File: config.mk
export PLATFORM = sky130hd
export DESIGN_NAME = strip_fan_triangle_assembler_top
export DESIGN_NICKNAME = d
export VERILOG_FILES = /design/src/sfta_pkg.sv /design/src/sfta_front.sv /design/src/sfta_queue.sv /design/src/sfta_back.sv /design/src/strip_fan_triangle_assembler_top.sv
export SDC_FILE = /design/constraint.sdc
export NUM_CORES = 1
export LEC_CHECK = 0
export BUFFER_PORTS_ARGS = -buffer_cell sky130_fd_sc_hd__buf_2
export CORE_MARGIN = 2
export CORE_UTILIZATION = 52
export CTS_BUF_LIST = sky130_fd_sc_hd__clkbuf_4 sky130_fd_sc_hd__clkbuf_8
export DETAILED_ROUTE_END_ITERATION = 8
export PLACE_DENSITY_LB_ADDON = 0.05
export SLEW_MARGIN = 15
export SYNTH_ARGS = -nofsm -noshare
export SYNTH_HDL_FRONTEND = slang
export SYNTH_SLANG_ARGS = --single-unit
export TNS_END_PERCENT = 5
File: constraint.sdc
create_clock -name clk -period 14.3 [get_ports clk]
set_input_delay 1.43 -clock clk [delete_from_list [all_inputs] [get_ports clk]]
set_output_delay 1.43 -clock clk [all_outputs]
set_load 0.05 [all_outputs]
File: src/sfta_pkg.sv
// Shared types and constants for the strip/fan triangle assembler.
// No dependencies; every other file in src refers to it by scoped names.
package sfta_pkg;

  // Groups allowed between two terminators before the mesh is stopped
  localparam int unsigned GROUP_LIMIT = 65535;

  // Triangle queue between front and back
  localparam int unsigned QUEUE_DEPTH = 2;
  localparam int unsigned QUEUE_AW    = $clog2(QUEUE_DEPTH);

  // Limit register width
  localparam int unsigned LIMIT_W = 17;

  // Command codes
  typedef enum logic {
    CMD_HEADER = 1'b0,
    CMD_VERTEX = 1'b1
  } cmd_t;

  // Configuration register indexes
  typedef enum logic {
    REG_VERTEX_LIMIT = 1'b0,
    REG_NORMAL_LIMIT = 1'b1
  } reg_index_t;

  // Corner positions within a triangle
  typedef enum logic [1:0] {
    CORNER_A = 2'd0,
    CORNER_B = 2'd1,
    CORNER_C = 2'd2
  } corner_t;

  // One command vertex
  typedef struct packed {
    logic [15:0]        vertex;
    logic [15:0]        normal;
    logic signed [15:0] s;
    logic signed [15:0] t;
  } vrec_t;

  // One triangle ready to emit: corners in output order plus kept flags
  typedef struct packed {
    vrec_t [2:0] rec;
    logic [2:0]  kept;
  } tri_job_t;

  // Triangle transfer between stages
  typedef struct packed {
    logic     valid;
    tri_job_t job;
  } job_xfer_t;

endpackage

File: src/sfta_front.sv
// Front end: accepts command items, tracks group state and forms triangles.
// Depends on sfta_pkg.
module sfta_front (
  input  logic                         clk,
  input  logic                         rst,
  input  logic                         accept,
  input  logic                         cmd,
  input  logic signed [15:0]           group_count,
  input  logic [15:0]                  vertex_id,
  input  logic [15:0]                  normal_id,
  input  logic signed [15:0]           tex_s,
  input  logic signed [15:0]           tex_t,
  input  logic [sfta_pkg::LIMIT_W-1:0] vertex_limit,
  input  logic [sfta_pkg::LIMIT_W-1:0] normal_limit,
  output sfta_pkg::job_xfer_t          push
);

  sfta_pkg::vrec_t first_record;
  sfta_pkg::vrec_t older_record;
  sfta_pkg::vrec_t newer_record;
  logic [15:0]     vertices_left;
  logic [15:0]     position_in_group;
  logic            fan_mode;
  logic [15:0]     groups_seen;
  logic            mesh_stopped;

  sfta_pkg::vrec_t cur_rec;
  logic            is_header;
  logic            is_term;
  logic            over_limit;
  logic            take_vertex;
  logic            emit;
  logic [15:0]     left_dec;
  sfta_pkg::vrec_t rec_a;
  sfta_pkg::vrec_t rec_b;

  function automatic logic corner_ok(sfta_pkg::vrec_t r,
                                     logic [sfta_pkg::LIMIT_W-1:0] vlim,
                                     logic [sfta_pkg::LIMIT_W-1:0] nlim);
    logic vok;
    logic nok;
    vok = {1'b0, r.vertex} < vlim;
    nok = {1'b0, r.normal} < nlim;
    return vok && nok;
  endfunction

  // Classify the item
  always_comb begin
    cur_rec     = '{vertex: vertex_id, normal: normal_id, s: tex_s, t: tex_t};
    is_header   = (cmd == sfta_pkg::CMD_HEADER);
    is_term     = (group_count == 16'sd0);
    over_limit  = mesh_stopped || (groups_seen >= 16'(sfta_pkg::GROUP_LIMIT));
    take_vertex = !is_header && !mesh_stopped && (vertices_left != 16'd0);
    emit        = take_vertex && (position_in_group >= 16'd2);
    left_dec    = vertices_left - 16'd1;
  end

  // Pick corner order: fan, even strip or odd strip
  always_comb begin
    if (fan_mode) begin
      rec_a = first_record;
      rec_b = newer_record;
    end else if (!position_in_group[0]) begin
      rec_a = older_record;
      rec_b = newer_record;
    end else begin
      rec_a = newer_record;
      rec_b = older_record;
    end
  end

  // Hand the triangle to the queue
  always_comb begin
    push.valid       = accept && emit;
    push.job.rec[0]  = rec_a;
    push.job.rec[1]  = rec_b;
    push.job.rec[2]  = cur_rec;
    push.job.kept[0] = corner_ok(rec_a, vertex_limit, normal_limit);
    push.job.kept[1] = corner_ok(rec_b, vertex_limit, normal_limit);
    push.job.kept[2] = corner_ok(cur_rec, vertex_limit, normal_limit);
  end

  // Group control state
  always_ff @(posedge clk) begin
    if (rst) begin
      vertices_left     <= '0;
      position_in_group <= '0;
      fan_mode          <= 1'b0;
      groups_seen       <= '0;
      mesh_stopped      <= 1'b0;
    end else if (accept) begin
      if (is_header) begin
        position_in_group <= '0;
        if (is_term) begin
          groups_seen   <= '0;
          mesh_stopped  <= 1'b0;
          vertices_left <= '0;
        end else if (over_limit) begin
          mesh_stopped  <= 1'b1;
          vertices_left <= '0;
        end else begin
          groups_seen   <= groups_seen + 16'd1;
          fan_mode      <= group_count[15];
          vertices_left <= group_count[15] ? 16'(-group_count) : 16'(group_count);
        end
      end else if (take_vertex) begin
        vertices_left     <= left_dec;
        position_in_group <= (left_dec == 16'd0) ? 16'd0 : position_in_group + 16'd1;
      end
    end
  end

  // Vertex history
  always_ff @(posedge clk) begin
    if (accept && take_vertex) begin
      if (position_in_group == 16'd0) begin
        first_record <= cur_rec;
      end
      older_record <= newer_record;
      newer_record <= cur_rec;
    end
  end

endmodule

File: src/sfta_queue.sv
// Short triangle queue between the front and back ends.
// Depends on sfta_pkg.
module sfta_queue (
  input  logic                clk,
  input  logic                rst,
  input  sfta_pkg::job_xfer_t push,
  input  logic                pop,
  output sfta_pkg::job_xfer_t head,
  output logic                full
);

  sfta_pkg::tri_job_t               mem [sfta_pkg::QUEUE_DEPTH];
  logic [sfta_pkg::QUEUE_AW-1:0]    wr_ptr;
  logic [sfta_pkg::QUEUE_AW-1:0]    rd_ptr;
  logic [sfta_pkg::QUEUE_AW:0]      count;

  assign full       = (count == (sfta_pkg::QUEUE_AW+1)'(sfta_pkg::QUEUE_DEPTH));
  assign head.valid = (count != '0);
  assign head.job   = mem[rd_ptr];

  // Store incoming triangles
  always_ff @(posedge clk) begin
    if (push.valid) begin
      mem[wr_ptr] <= push.job;
    end
  end

  // Advance pointers and occupancy
  always_ff @(posedge clk) begin
    if (rst) begin
      wr_ptr <= '0;
      rd_ptr <= '0;
      count  <= '0;
    end else begin
      if (push.valid) begin
        wr_ptr <= (wr_ptr == sfta_pkg::QUEUE_AW'(sfta_pkg::QUEUE_DEPTH - 1)) ?
                  '0 : wr_ptr + 1'b1;
      end
      if (pop) begin
        rd_ptr <= (rd_ptr == sfta_pkg::QUEUE_AW'(sfta_pkg::QUEUE_DEPTH - 1)) ?
                  '0 : rd_ptr + 1'b1;
      end
      case ({push.valid, pop})
        2'b10:   count <= count + 1'b1;
        2'b01:   count <= count - 1'b1;
        default: count <= count;
      endcase
    end
  end

endmodule

File: src/sfta_back.sv
// Back end: plays one queued triangle out as three corners, one per transfer.
// Depends on sfta_pkg.
module sfta_back (
  input  logic                clk,
  input  logic                rst,
  input  sfta_pkg::job_xfer_t head,
  output logic                pop,
  output logic                out_valid,
  input  logic                out_stall,
  output logic [15:0]         out_vertex,
  output logic [15:0]         out_normal,
  output logic signed [15:0]  out_s,
  output logic signed [15:0]  out_t,
  output logic [1:0]          corner,
  output logic                corner_kept,
  output logic                triangle_kept,
  output logic                last
);

  sfta_pkg::tri_job_t cur;
  logic               cur_valid;
  sfta_pkg::corner_t  pos;

  logic xfer;
  logic reload;

  // Load a new triangle when empty or when the last corner goes out
  assign xfer   = cur_valid && !out_stall;
  assign reload = !cur_valid || (xfer && (pos == sfta_pkg::CORNER_C));
  assign pop    = reload && head.valid;

  always_ff @(posedge clk) begin
    if (rst) begin
      cur_valid <= 1'b0;
      pos       <= sfta_pkg::CORNER_A;
    end else if (reload) begin
      cur_valid <= head.valid;
      pos       <= sfta_pkg::CORNER_A;
    end else if (xfer) begin
      case (pos)
        sfta_pkg::CORNER_A: pos <= sfta_pkg::CORNER_B;
        sfta_pkg::CORNER_B: pos <= sfta_pkg::CORNER_C;
        default:            pos <= sfta_pkg::CORNER_A;
      endcase
    end
  end

  always_ff @(posedge clk) begin
    if (pop) begin
      cur <= head.job;
    end
  end

  // Drive the current corner
  always_comb begin
    out_valid     = cur_valid;
    out_vertex    = cur.rec[pos].vertex;
    out_normal    = cur.rec[pos].normal;
    out_s         = cur.rec[pos].s;
    out_t         = cur.rec[pos].t;
    corner        = pos;
    corner_kept   = cur.kept[pos];
    last          = (pos == sfta_pkg::CORNER_C);
    triangle_kept = last && (&cur.kept);
  end

endmodule

File: src/strip_fan_triangle_assembler_top.sv
// Top level of the strip/fan triangle assembler: limit registers and the
// front end, triangle queue and corner back end. Depends on sfta_pkg,
// sfta_front, sfta_queue and sfta_back.
//
// Turns a stream of strip/fan headers and command vertices into a flat list
// of triangle corners. One input item is taken per cycle whenever the
// two-entry triangle queue has room; headers, short groups and dropped items
// leave no result. Each vertex that closes a triangle yields three corner
// transfers, sent one per cycle from the output register while out_stall is
// low; a steady run of triangles is paced by the corner output. When idle,
// a vertex is queued, then loaded into the corner register. Write the limit
// registers only while no triangle is in flight.
module strip_fan_triangle_assembler_top (
  input  logic                         clk,
  input  logic                         rst,
  // command input
  input  logic                         in_valid,
  output logic                         in_stall,
  input  logic                         cmd,
  input  logic signed [15:0]           group_count,
  input  logic [15:0]                  vertex_id,
  input  logic [15:0]                  normal_id,
  input  logic signed [15:0]           tex_s,
  input  logic signed [15:0]           tex_t,
  // corner output
  output logic                         out_valid,
  input  logic                         out_stall,
  output logic [15:0]                  out_vertex,
  output logic [15:0]                  out_normal,
  output logic signed [15:0]           out_s,
  output logic signed [15:0]           out_t,
  output logic [1:0]                   corner,
  output logic                         corner_kept,
  output logic                         triangle_kept,
  output logic                         last,
  // configuration
  input  logic                         cfg_valid,
  output logic                         cfg_ready,
  input  logic                         cfg_index,
  input  logic [sfta_pkg::LIMIT_W-1:0] cfg_data
);

  logic [sfta_pkg::LIMIT_W-1:0] vertex_limit;
  logic [sfta_pkg::LIMIT_W-1:0] normal_limit;

  sfta_pkg::job_xfer_t push;
  sfta_pkg::job_xfer_t head;
  logic                q_full;
  logic                pop;
  logic                accept;

  assign cfg_ready = 1'b1;
  assign in_stall  = q_full;
  assign accept    = in_valid && !q_full;

  // Limit registers
  always_ff @(posedge clk) begin
    if (rst) begin
      vertex_limit <= sfta_pkg::LIMIT_W'(65536);
      normal_limit <= sfta_pkg::LIMIT_W'(65536);
    end else if (cfg_valid && cfg_ready) begin
      case (cfg_index)
        sfta_pkg::REG_VERTEX_LIMIT: vertex_limit <= cfg_data;
        sfta_pkg::REG_NORMAL_LIMIT: normal_limit <= cfg_data;
        default:                    vertex_limit <= vertex_limit;
      endcase
    end
  end

  sfta_front u_front (
    .clk          (clk),
    .rst          (rst),
    .accept       (accept),
    .cmd          (cmd),
    .group_count  (group_count),
    .vertex_id    (vertex_id),
    .normal_id    (normal_id),
    .tex_s        (tex_s),
    .tex_t        (tex_t),
    .vertex_limit (vertex_limit),
    .normal_limit (normal_limit),
    .push         (push)
  );

  sfta_queue u_queue (
    .clk  (clk),
    .rst  (rst),
    .push (push),
    .pop  (pop),
    .head (head),
    .full (q_full)
  );

  sfta_back u_back (
    .clk           (clk),
    .rst           (rst),
    .head          (head),
    .pop           (pop),
    .out_valid     (out_valid),
    .out_stall     (out_stall),
    .out_vertex    (out_vertex),
    .out_normal    (out_normal),
    .out_s         (out_s),
    .out_t         (out_t),
    .corner        (corner),
    .corner_kept   (corner_kept),
    .triangle_kept (triangle_kept),
    .last          (last)
  );

endmodule

### After elaboration in Yosys (flattened, before gate mapping)

Memories as Yosys holds them, arrays and structs flattened. A register that Yosys moved wholly into a read port is not among the register bits.
Index checks and enable logic that the tools add are counted.

| operators by class | value |
|---|---|
| divide/modulo/power cells | 0 |
| bitwise logic cells | 4 |
| order comparisons | 9 |
| reductions and logical operators | 36 |
| add/subtract/negate cells | 8 |
| equal/unequal tests | 7 |
| $mul | 0 |
| shifts and indexed selects | 0 |
| multiplexer cells | 26 |

Operators with widths:

| operator | count |
|---|---|
| 2-to-1 mux 64 bit | 5 |
| 2-to-1 mux 16 bit | 10 |
| binary-select mux 64 bit (select 2 bit) | 1 |
| less-than comparator 16 x 17 -> 1 bit | 6 |
| zero test 16 bit | 3 |
| adder 16 x 1 -> 16 bit (second input constant) | 2 |
| >= comparator 16 bit (second input constant) | 1 |
| >= comparator 16 x 2 -> 1 bit (second input constant) | 1 |
| negator 16 bit | 1 |
| nonzero test 16 bit | 1 |
| subtractor 16 x 1 -> 16 bit (second input constant) | 1 |
| logical AND 1 bit | 13 |
| AND reduction 3 bit | 3 |
| case mux 2 bit (2 select lines) | 2 |
| AND reduction 2 bit | 4 |
| 2-to-1 mux 1 bit | 7 |
| == test 2 bit (second input constant) | 3 |
| nonzero test 2 bit | 3 |
| == test 2 x 1 -> 1 bit (second input constant) | 2 |
| zero test 1 bit | 4 |
| != test 2 x 1 -> 1 bit (second input constant) | 2 |
| inverter 1 bit | 4 |
| AND reduction 4 bit | 1 |
| less-than comparator 2 x 3 -> 1 bit (second input constant) | 1 |
| 7 further kinds | 9 |

| word-level totals | value |
|---|---|
| latch bits | 0 |
| ROM bits | 0 |
| register bits after elaboration | 283 |
| RAM bits | 390 |
| memories | 1 |
| output and inout port bits | 72 |
| input bits | 104 |
| logic and storage cells | 115 |

Memories:

| memory | depth | width | rd ports | clocked after Yosys merged registers in | wr ports | line | RTL |
|---|---|---|---|---|---|---|---|
| u_queue.mem | 2 | 195 | 1 | 1 | 1 | sfta_queue.sv:12 | `sfta_pkg::tri_job_t mem [sfta_pkg::QUEUE_DEPTH];` |

### Logic depth before layout (Yosys ltp)

| depth | value |
|---|---|
| depth after elaboration | 7 |
| gate-level depth with buffers | 13 |

### Modules after synthesis

From an unflattened synthesis, not the netlist that was laid out.

| second synthesis, totals | value |
|---|---|
| cells, all modules | 2,360 |
| area total of the unflattened synthesis | 37,486.0 um^2 |

By module, submodules not included:

| module | cells an instance | sequential area each (um^2) | instances | area each (um^2) |
|---|---|---|---|---|
| sfta_queue | 629 | 11,811.3 | 1 | 14,899.3 |
| sfta_front | 1,230 | 6,766.5 | 1 | 13,659.4 |
| sfta_back | 366 | 5,915.7 | 1 | 7,474.7 |
| strip_fan_triangle_assembler_top | 135 | 680.7 | 1 | 1,452.6 |

### Worst setup path before layout

No wires, ideal clock.

| path | value |
|---|---|
| kind | input to register |
| start | input cmd |
| end | memory u_queue.mem[0][0] (netlist name), enable pin |
| cell stages on the path | 5 |
| path buffers | 0 |
| arrival | 11.838 ns |
| setup time | 0.752 ns |
| path slack | 1.710 ns |
| required time | 13.548 ns |
| cell sequence | nand4b_1 > a31o_2 > inv_2 > o31ai_1 > nor2_1 |

| between the ends | value |
|---|---|
| word-level cells in the longest chain between the ends | 6 |

Ends and longest elaborated chain:

| what | line | RTL |
|---|---|---|
| start: declaration | strip_fan_triangle_assembler_top.sv:19 | `input logic cmd,` |
| logical AND 1 bit (2 in a row) | sfta_front.sv:53 | `take_vertex = !is_header && !mesh_stopped && (vertices_left != 16'd0);` |
| logical AND 1 bit | sfta_front.sv:54 | `emit = take_vertex && (position_in_group >= 16'd2);` |
| logical AND 1 bit | sfta_front.sv:74 | `push.valid = accept && emit;` |
| 2-to-1 mux 1 bit | sfta_queue.sv:23 | `if (push.valid) begin` |
| 2-to-1 mux 1 bit (not written as such) | sfta_queue.sv:24 | `mem[wr_ptr] <= push.job;` |
| end: declaration | sfta_queue.sv:12 |  |

No other way between the ends.

### Worst setup path after layout

| path | value |
|---|---|
| start | register u_front.vertices_left[0] |
| end | memory u_queue.mem[0][89] (netlist name), enable pin |

| between the ends | value |
|---|---|
| word-level cells in the longest chain between the ends | 6 |

Ends and longest elaborated chain:

| what | line | RTL |
|---|---|---|
| start: declaration | sfta_front.sv:21 | `logic [15:0] vertices_left;` |
| start signal: assignment | sfta_front.sv:104 | `vertices_left <= group_count[15] ? 16'(-group_count) : 16'(group_count);` |
| start signal: assignment | sfta_front.sv:107 | `vertices_left <= left_dec;` |
| nonzero test 16 bit | sfta_front.sv:53 |  |
| logical AND 1 bit | sfta_front.sv:53 |  |
| logical AND 1 bit | sfta_front.sv:54 |  |
| logical AND 1 bit | sfta_front.sv:74 |  |
| 2-to-1 mux 1 bit | sfta_queue.sv:23 |  |
| 2-to-1 mux 1 bit (not written as such) | sfta_queue.sv:24 |  |

No other way between the ends.

==> results.sh <==
export IMPL_crit_path_start_kind="register"
export IMPL_clock_buffer_count_from_cts=142
export IMPL_netSwitchingPower_mw=1.716
export IMPL_synthesis_nets=2564
export IMPL_detail_route_antenna_nets=0
export IMPL_combPwrFrac_pct=16.0
export IMPL_post_cts_resize_count=0
export IMPL_hold_path_class="reg2reg"
export IMPL_synth_warnings=0
export IMPL_detail_route_wl_per_cell_um=21.76
export IMPL_placement_rows=96
export IMPL_buffer_ports_inserted=174
export IMPL_layout_common_cells="sky130_fd_sc_hd__edfxtp_1, sky130_fd_sc_hd__mux2_2, sky130_fd_sc_hd__nand2_1"
export IMPL_run_status="completed"
export IMPL_ys_flop_type="sky130_fd_sc_hd__edfxtp_1"
export IMPL_grtUsageMet1_pct=27.95
export IMPL_clock_power_share_pct=32.9
export IMPL_unrepaired_setup_endpoints_after_global_routing="no"
export IMPL_grt_start_max_net_pins=81
export IMPL_max_slew_margin_rel_pct=19.89
export IMPL_p_int_mw=4.474
export IMPL_most_common_library_cell_in_the_layout_ignoring_fill_and_taps="sky130_fd_sc_hd__edfxtp_1"
export IMPL_cap_viol_max_count=0
export IMPL_overflow=0
export IMPL_cts_sinks=868
export IMPL_firstDrtPassIters=5
export IMPL_drt_iter0_markers=1079
export IMPL_cp_endpoint="u_queue.mem[0][89]"
export IMPL_htree_num_levels=4
export IMPL_coreArea_sq_um=68230
export IMPL_sum_of_routed_wire_length_over_all_layers_um=78280
export IMPL_worstReg2RegEnd="u_queue.mem[0][89]"
export IMPL_die_area_sq_um=70770
export IMPL_drc_errors=0
export IMPL_netlist_cell_type_count=71
export IMPL_grtUsageMet2_pct=37.14
export IMPL_nNetsFinal=2796
export IMPL_ys_ff_latch=868
export IMPL_timing_final_crit_period_ns=5.458
export IMPL_worst_hold_slack_ns=0.4588
export IMPL_holdBufCountCts=0
export IMPL_layout_worst_path_cycle_share_pct=38.17
export IMPL_route_detailed_vias_per_inst=5.631
export IMPL_top_level_ports=176
export IMPL_met3_usage_pct=6.063
export IMPL_power_sequential_fraction_pct=51.1
export IMPL_timing_fmax_mhz=183.2
export IMPL_first_global_vias=20660
export IMPL_clk_path_buf_depth=3
export IMPL_finalSetupViolCount=0
export IMPL_antenna_violations_before_repair=20
export IMPL_leakage_nw=13.31
export IMPL_final_layout_size_suffix_gt1_share_pct=26.28
export IMPL_start_util_pct=52.33
export IMPL_synth_edf_count=777
export IMPL_synth_sequential_area_ratio_pct=70.46
export IMPL_wire_length_of_the_first_global_routing_pass_um=118200
export IMPL_worst_skew_pair_late_latency_ns=0.78
export IMPL_worst_r2r_startpoint="u_front.vertices_left[0]"
export IMPL_critical_path_class="reg2reg"
export IMPL_cell_area_after_synthesis_sq_um=35700
export IMPL_path_clk_slew_ns=0.06
export IMPL_peakVddDrop_v=0.00008102
export IMPL_worst_slew_pin_slew_ns=1.200
export IMPL_route_vias_total=20260
export IMPL_synth_avg_cell_area_sq_um=15.12
export IMPL_reg2regPathDepth=10
export IMPL_die_w_um=266.0
export IMPL_area_growth_pct=12.62
export IMPL_worst_clock_skew_ns=0.03691
export IMPL_critPathLaunch="u_front.vertices_left[0]"
export IMPL_ctsRootBufferMaster="sky130_fd_sc_hd__clkbuf_8"
export IMPL_power_switching_share_pct=27.73
export IMPL_grt_most_used_layer="met2"
export IMPL_grt_use_total_pct=22.15
export IMPL_timing_critical_path_fanout_max=63
export IMPL_die_h_um=266.0
export IMPL_place_congestion=0.8808
export IMPL_tritoncts="built"
export IMPL_cp_data_required_time_ns=14.69
export IMPL_setup_tns_final_ns=0
export IMPL_postCtsSetupRepairBufs=0
export IMPL_max_slew_vio_count=0
export IMPL_setup_worst_path_end_class="register"
export IMPL_pwr_density_cell_nw_per_um2=154.0
export IMPL_ys_async_sr_fraction_pct=0
export IMPL_post_synth_inst_count=2362
export IMPL_dp_final_hpwl_um=46750
export IMPL_regToRegSetupSlack_ns=8.84
export IMPL_timing_critical_path_arrival_ns=5.85
export IMPL_report_final_hold_viol_count=0
[sequential cells by signal, indices dropped and copies added (netlist names)]
signal and flops:
u_front.groups_seen 16, normal_limit 17, u_queue.count 2, u_front.vertices_left 16, u_front.fan_mode 1, u_queue.rd_ptr 1, u_back.corner 2, u_front.older_record 64
u_back.cur 195, u_front.mesh_stopped 1, u_queue.wr_ptr 1, u_back.out_valid 1, vertex_limit 17, u_front.position_in_group 16, u_queue.mem 390, u_front.first_record 64
u_front.newer_record 64
[cell families (layout without fill, tap and decap cells)]
family | after synthesis | count (layout) | share of synthesized area [%]
adders and majority gates | 98 | 98 | 3.435
muxes | 390 | 390 | 11.85
buffers and inverters | 158 | 501 | 1.721
xor gates and xnor gates | 26 | 26 | 0.6378
AOI/OAI and AO/OA | 366 | 366 | 6.035
DFF | 868 | 868 | 70.46
other | 1 | 11 | 0.01050
and+or+nand+nor | 455 | 455 | 5.860
[critical path: stages (launching register included)]
cell	delay (ns)
sky130_fd_sc_hd__dfxtp_1	0.43
sky130_fd_sc_hd__inv_1	0.12
sky130_fd_sc_hd__ha_1	0.32
sky130_fd_sc_hd__nor4b_2	0.26
sky130_fd_sc_hd__and3_1	0.26
sky130_fd_sc_hd__a31o_2	0.37
sky130_fd_sc_hd__inv_6	0.54
sky130_fd_sc_hd__o31ai_1	0.38
sky130_fd_sc_hd__nor2_4	0.85
sky130_fd_sc_hd__buf_4	0.84
sky130_fd_sc_hd__buf_4	0.66
[power groups by stage]
stage                     Clock [mW]  Combinational (mW)  Sequential, mW
after floorplan                    0               0.741            3.19
after global placement             0               0.977            3.21
after detailed placement           0               0.993            3.22
after CTS                       2.10               0.998            3.17
after global routing            2.21                1.07            3.18
final                           2.04               0.989            3.16
[final cells by class]
cell class	count	area [sq um]
inverters	49	188.9
repair buffers	197	1064
flip-flops and latches	868	25170
clock buffers	192	2361
multi-input cells	1336	9968
diodes	10	25.02
fillers	5342	28020
clock inverters	63	326.6
well taps	882	1104
[cells in the mapped netlist (21+ instances only)]
| cell | n | share of area, % |
|---|---|---|
| sky130_fd_sc_hd__nor2_1 | 61 | 0.64 |
| sky130_fd_sc_hd__clkbuf_1 | 93 | 0.98 |
| sky130_fd_sc_hd__mux2i_1 | 130 | 3.6 |
| sky130_fd_sc_hd__a21o_1 | 21 | 0.44 |
| sky130_fd_sc_hd__a21oi_1 | 82 | 1.1 |
| sky130_fd_sc_hd__nand2_1 | 253 | 2.7 |
| sky130_fd_sc_hd__dfxtp_1 | 91 | 5.1 |
| sky130_fd_sc_hd__inv_1 | 48 | 0.50 |
| sky130_fd_sc_hd__nand3_1 | 23 | 0.32 |
| sky130_fd_sc_hd__mux2_2 | 260 | 8.2 |
| sky130_fd_sc_hd__nor3_1 | 22 | 0.31 |
| sky130_fd_sc_hd__o21ai_0 | 158 | 2.2 |
| sky130_fd_sc_hd__edfxtp_1 | 777 | 65 |
| sky130_fd_sc_hd__ha_1 | 98 | 3.4 |
[layer usage]
metal / part of all wire [%] / wire length, um / vias to the layer above
met5: 0.18 / 137 / -
met4: 2.0 / 1598 / 22
met3: 5.7 / 4481 / 142
met2: 49 / 38560 / 481
met1: 43 / 33510 / 10120
li1: - / - / 9488
[worst min-delay path by stage]
stage | cells past startpoint | from | endpoint
after floorplan | 2 | normal_limit[10] | normal_limit[10]
after global placement | 2 | vertex_limit[9] | vertex_limit[9]
after detailed placement | 2 | normal_limit[1] | normal_limit[1]
after CTS | 0 | u_front.newer_record[50] | u_front.older_record[50]
after global routing | 2 | vertex_limit[9] | vertex_limit[9]
final | 0 | u_front.newer_record[50] | u_front.older_record[50]
[per-stage QoR]
step / setup slack [ns] / power (mW) / instances / util, % / cell area, sq um
5_1_grt: 8.415 / 6.457 / 3593 / 58.92 / 40200
3_5_place_dp: 8.129 / 4.210 / 3331 / 54.92 / 37470
3_3_place_gp: 8.235 / 4.185 / 3331 / 54.92 / 37470
2_1_floorplan: 1.710 / 3.932 / 2362 / - / 35700
4_1_cts: 8.738 / 6.262 / 3586 / 58.86 / 40150
6_report: 8.842 / 6.190 / 3597 / 58.93 / 40210
No activity file was read; power rests on OpenSTA's default activity.
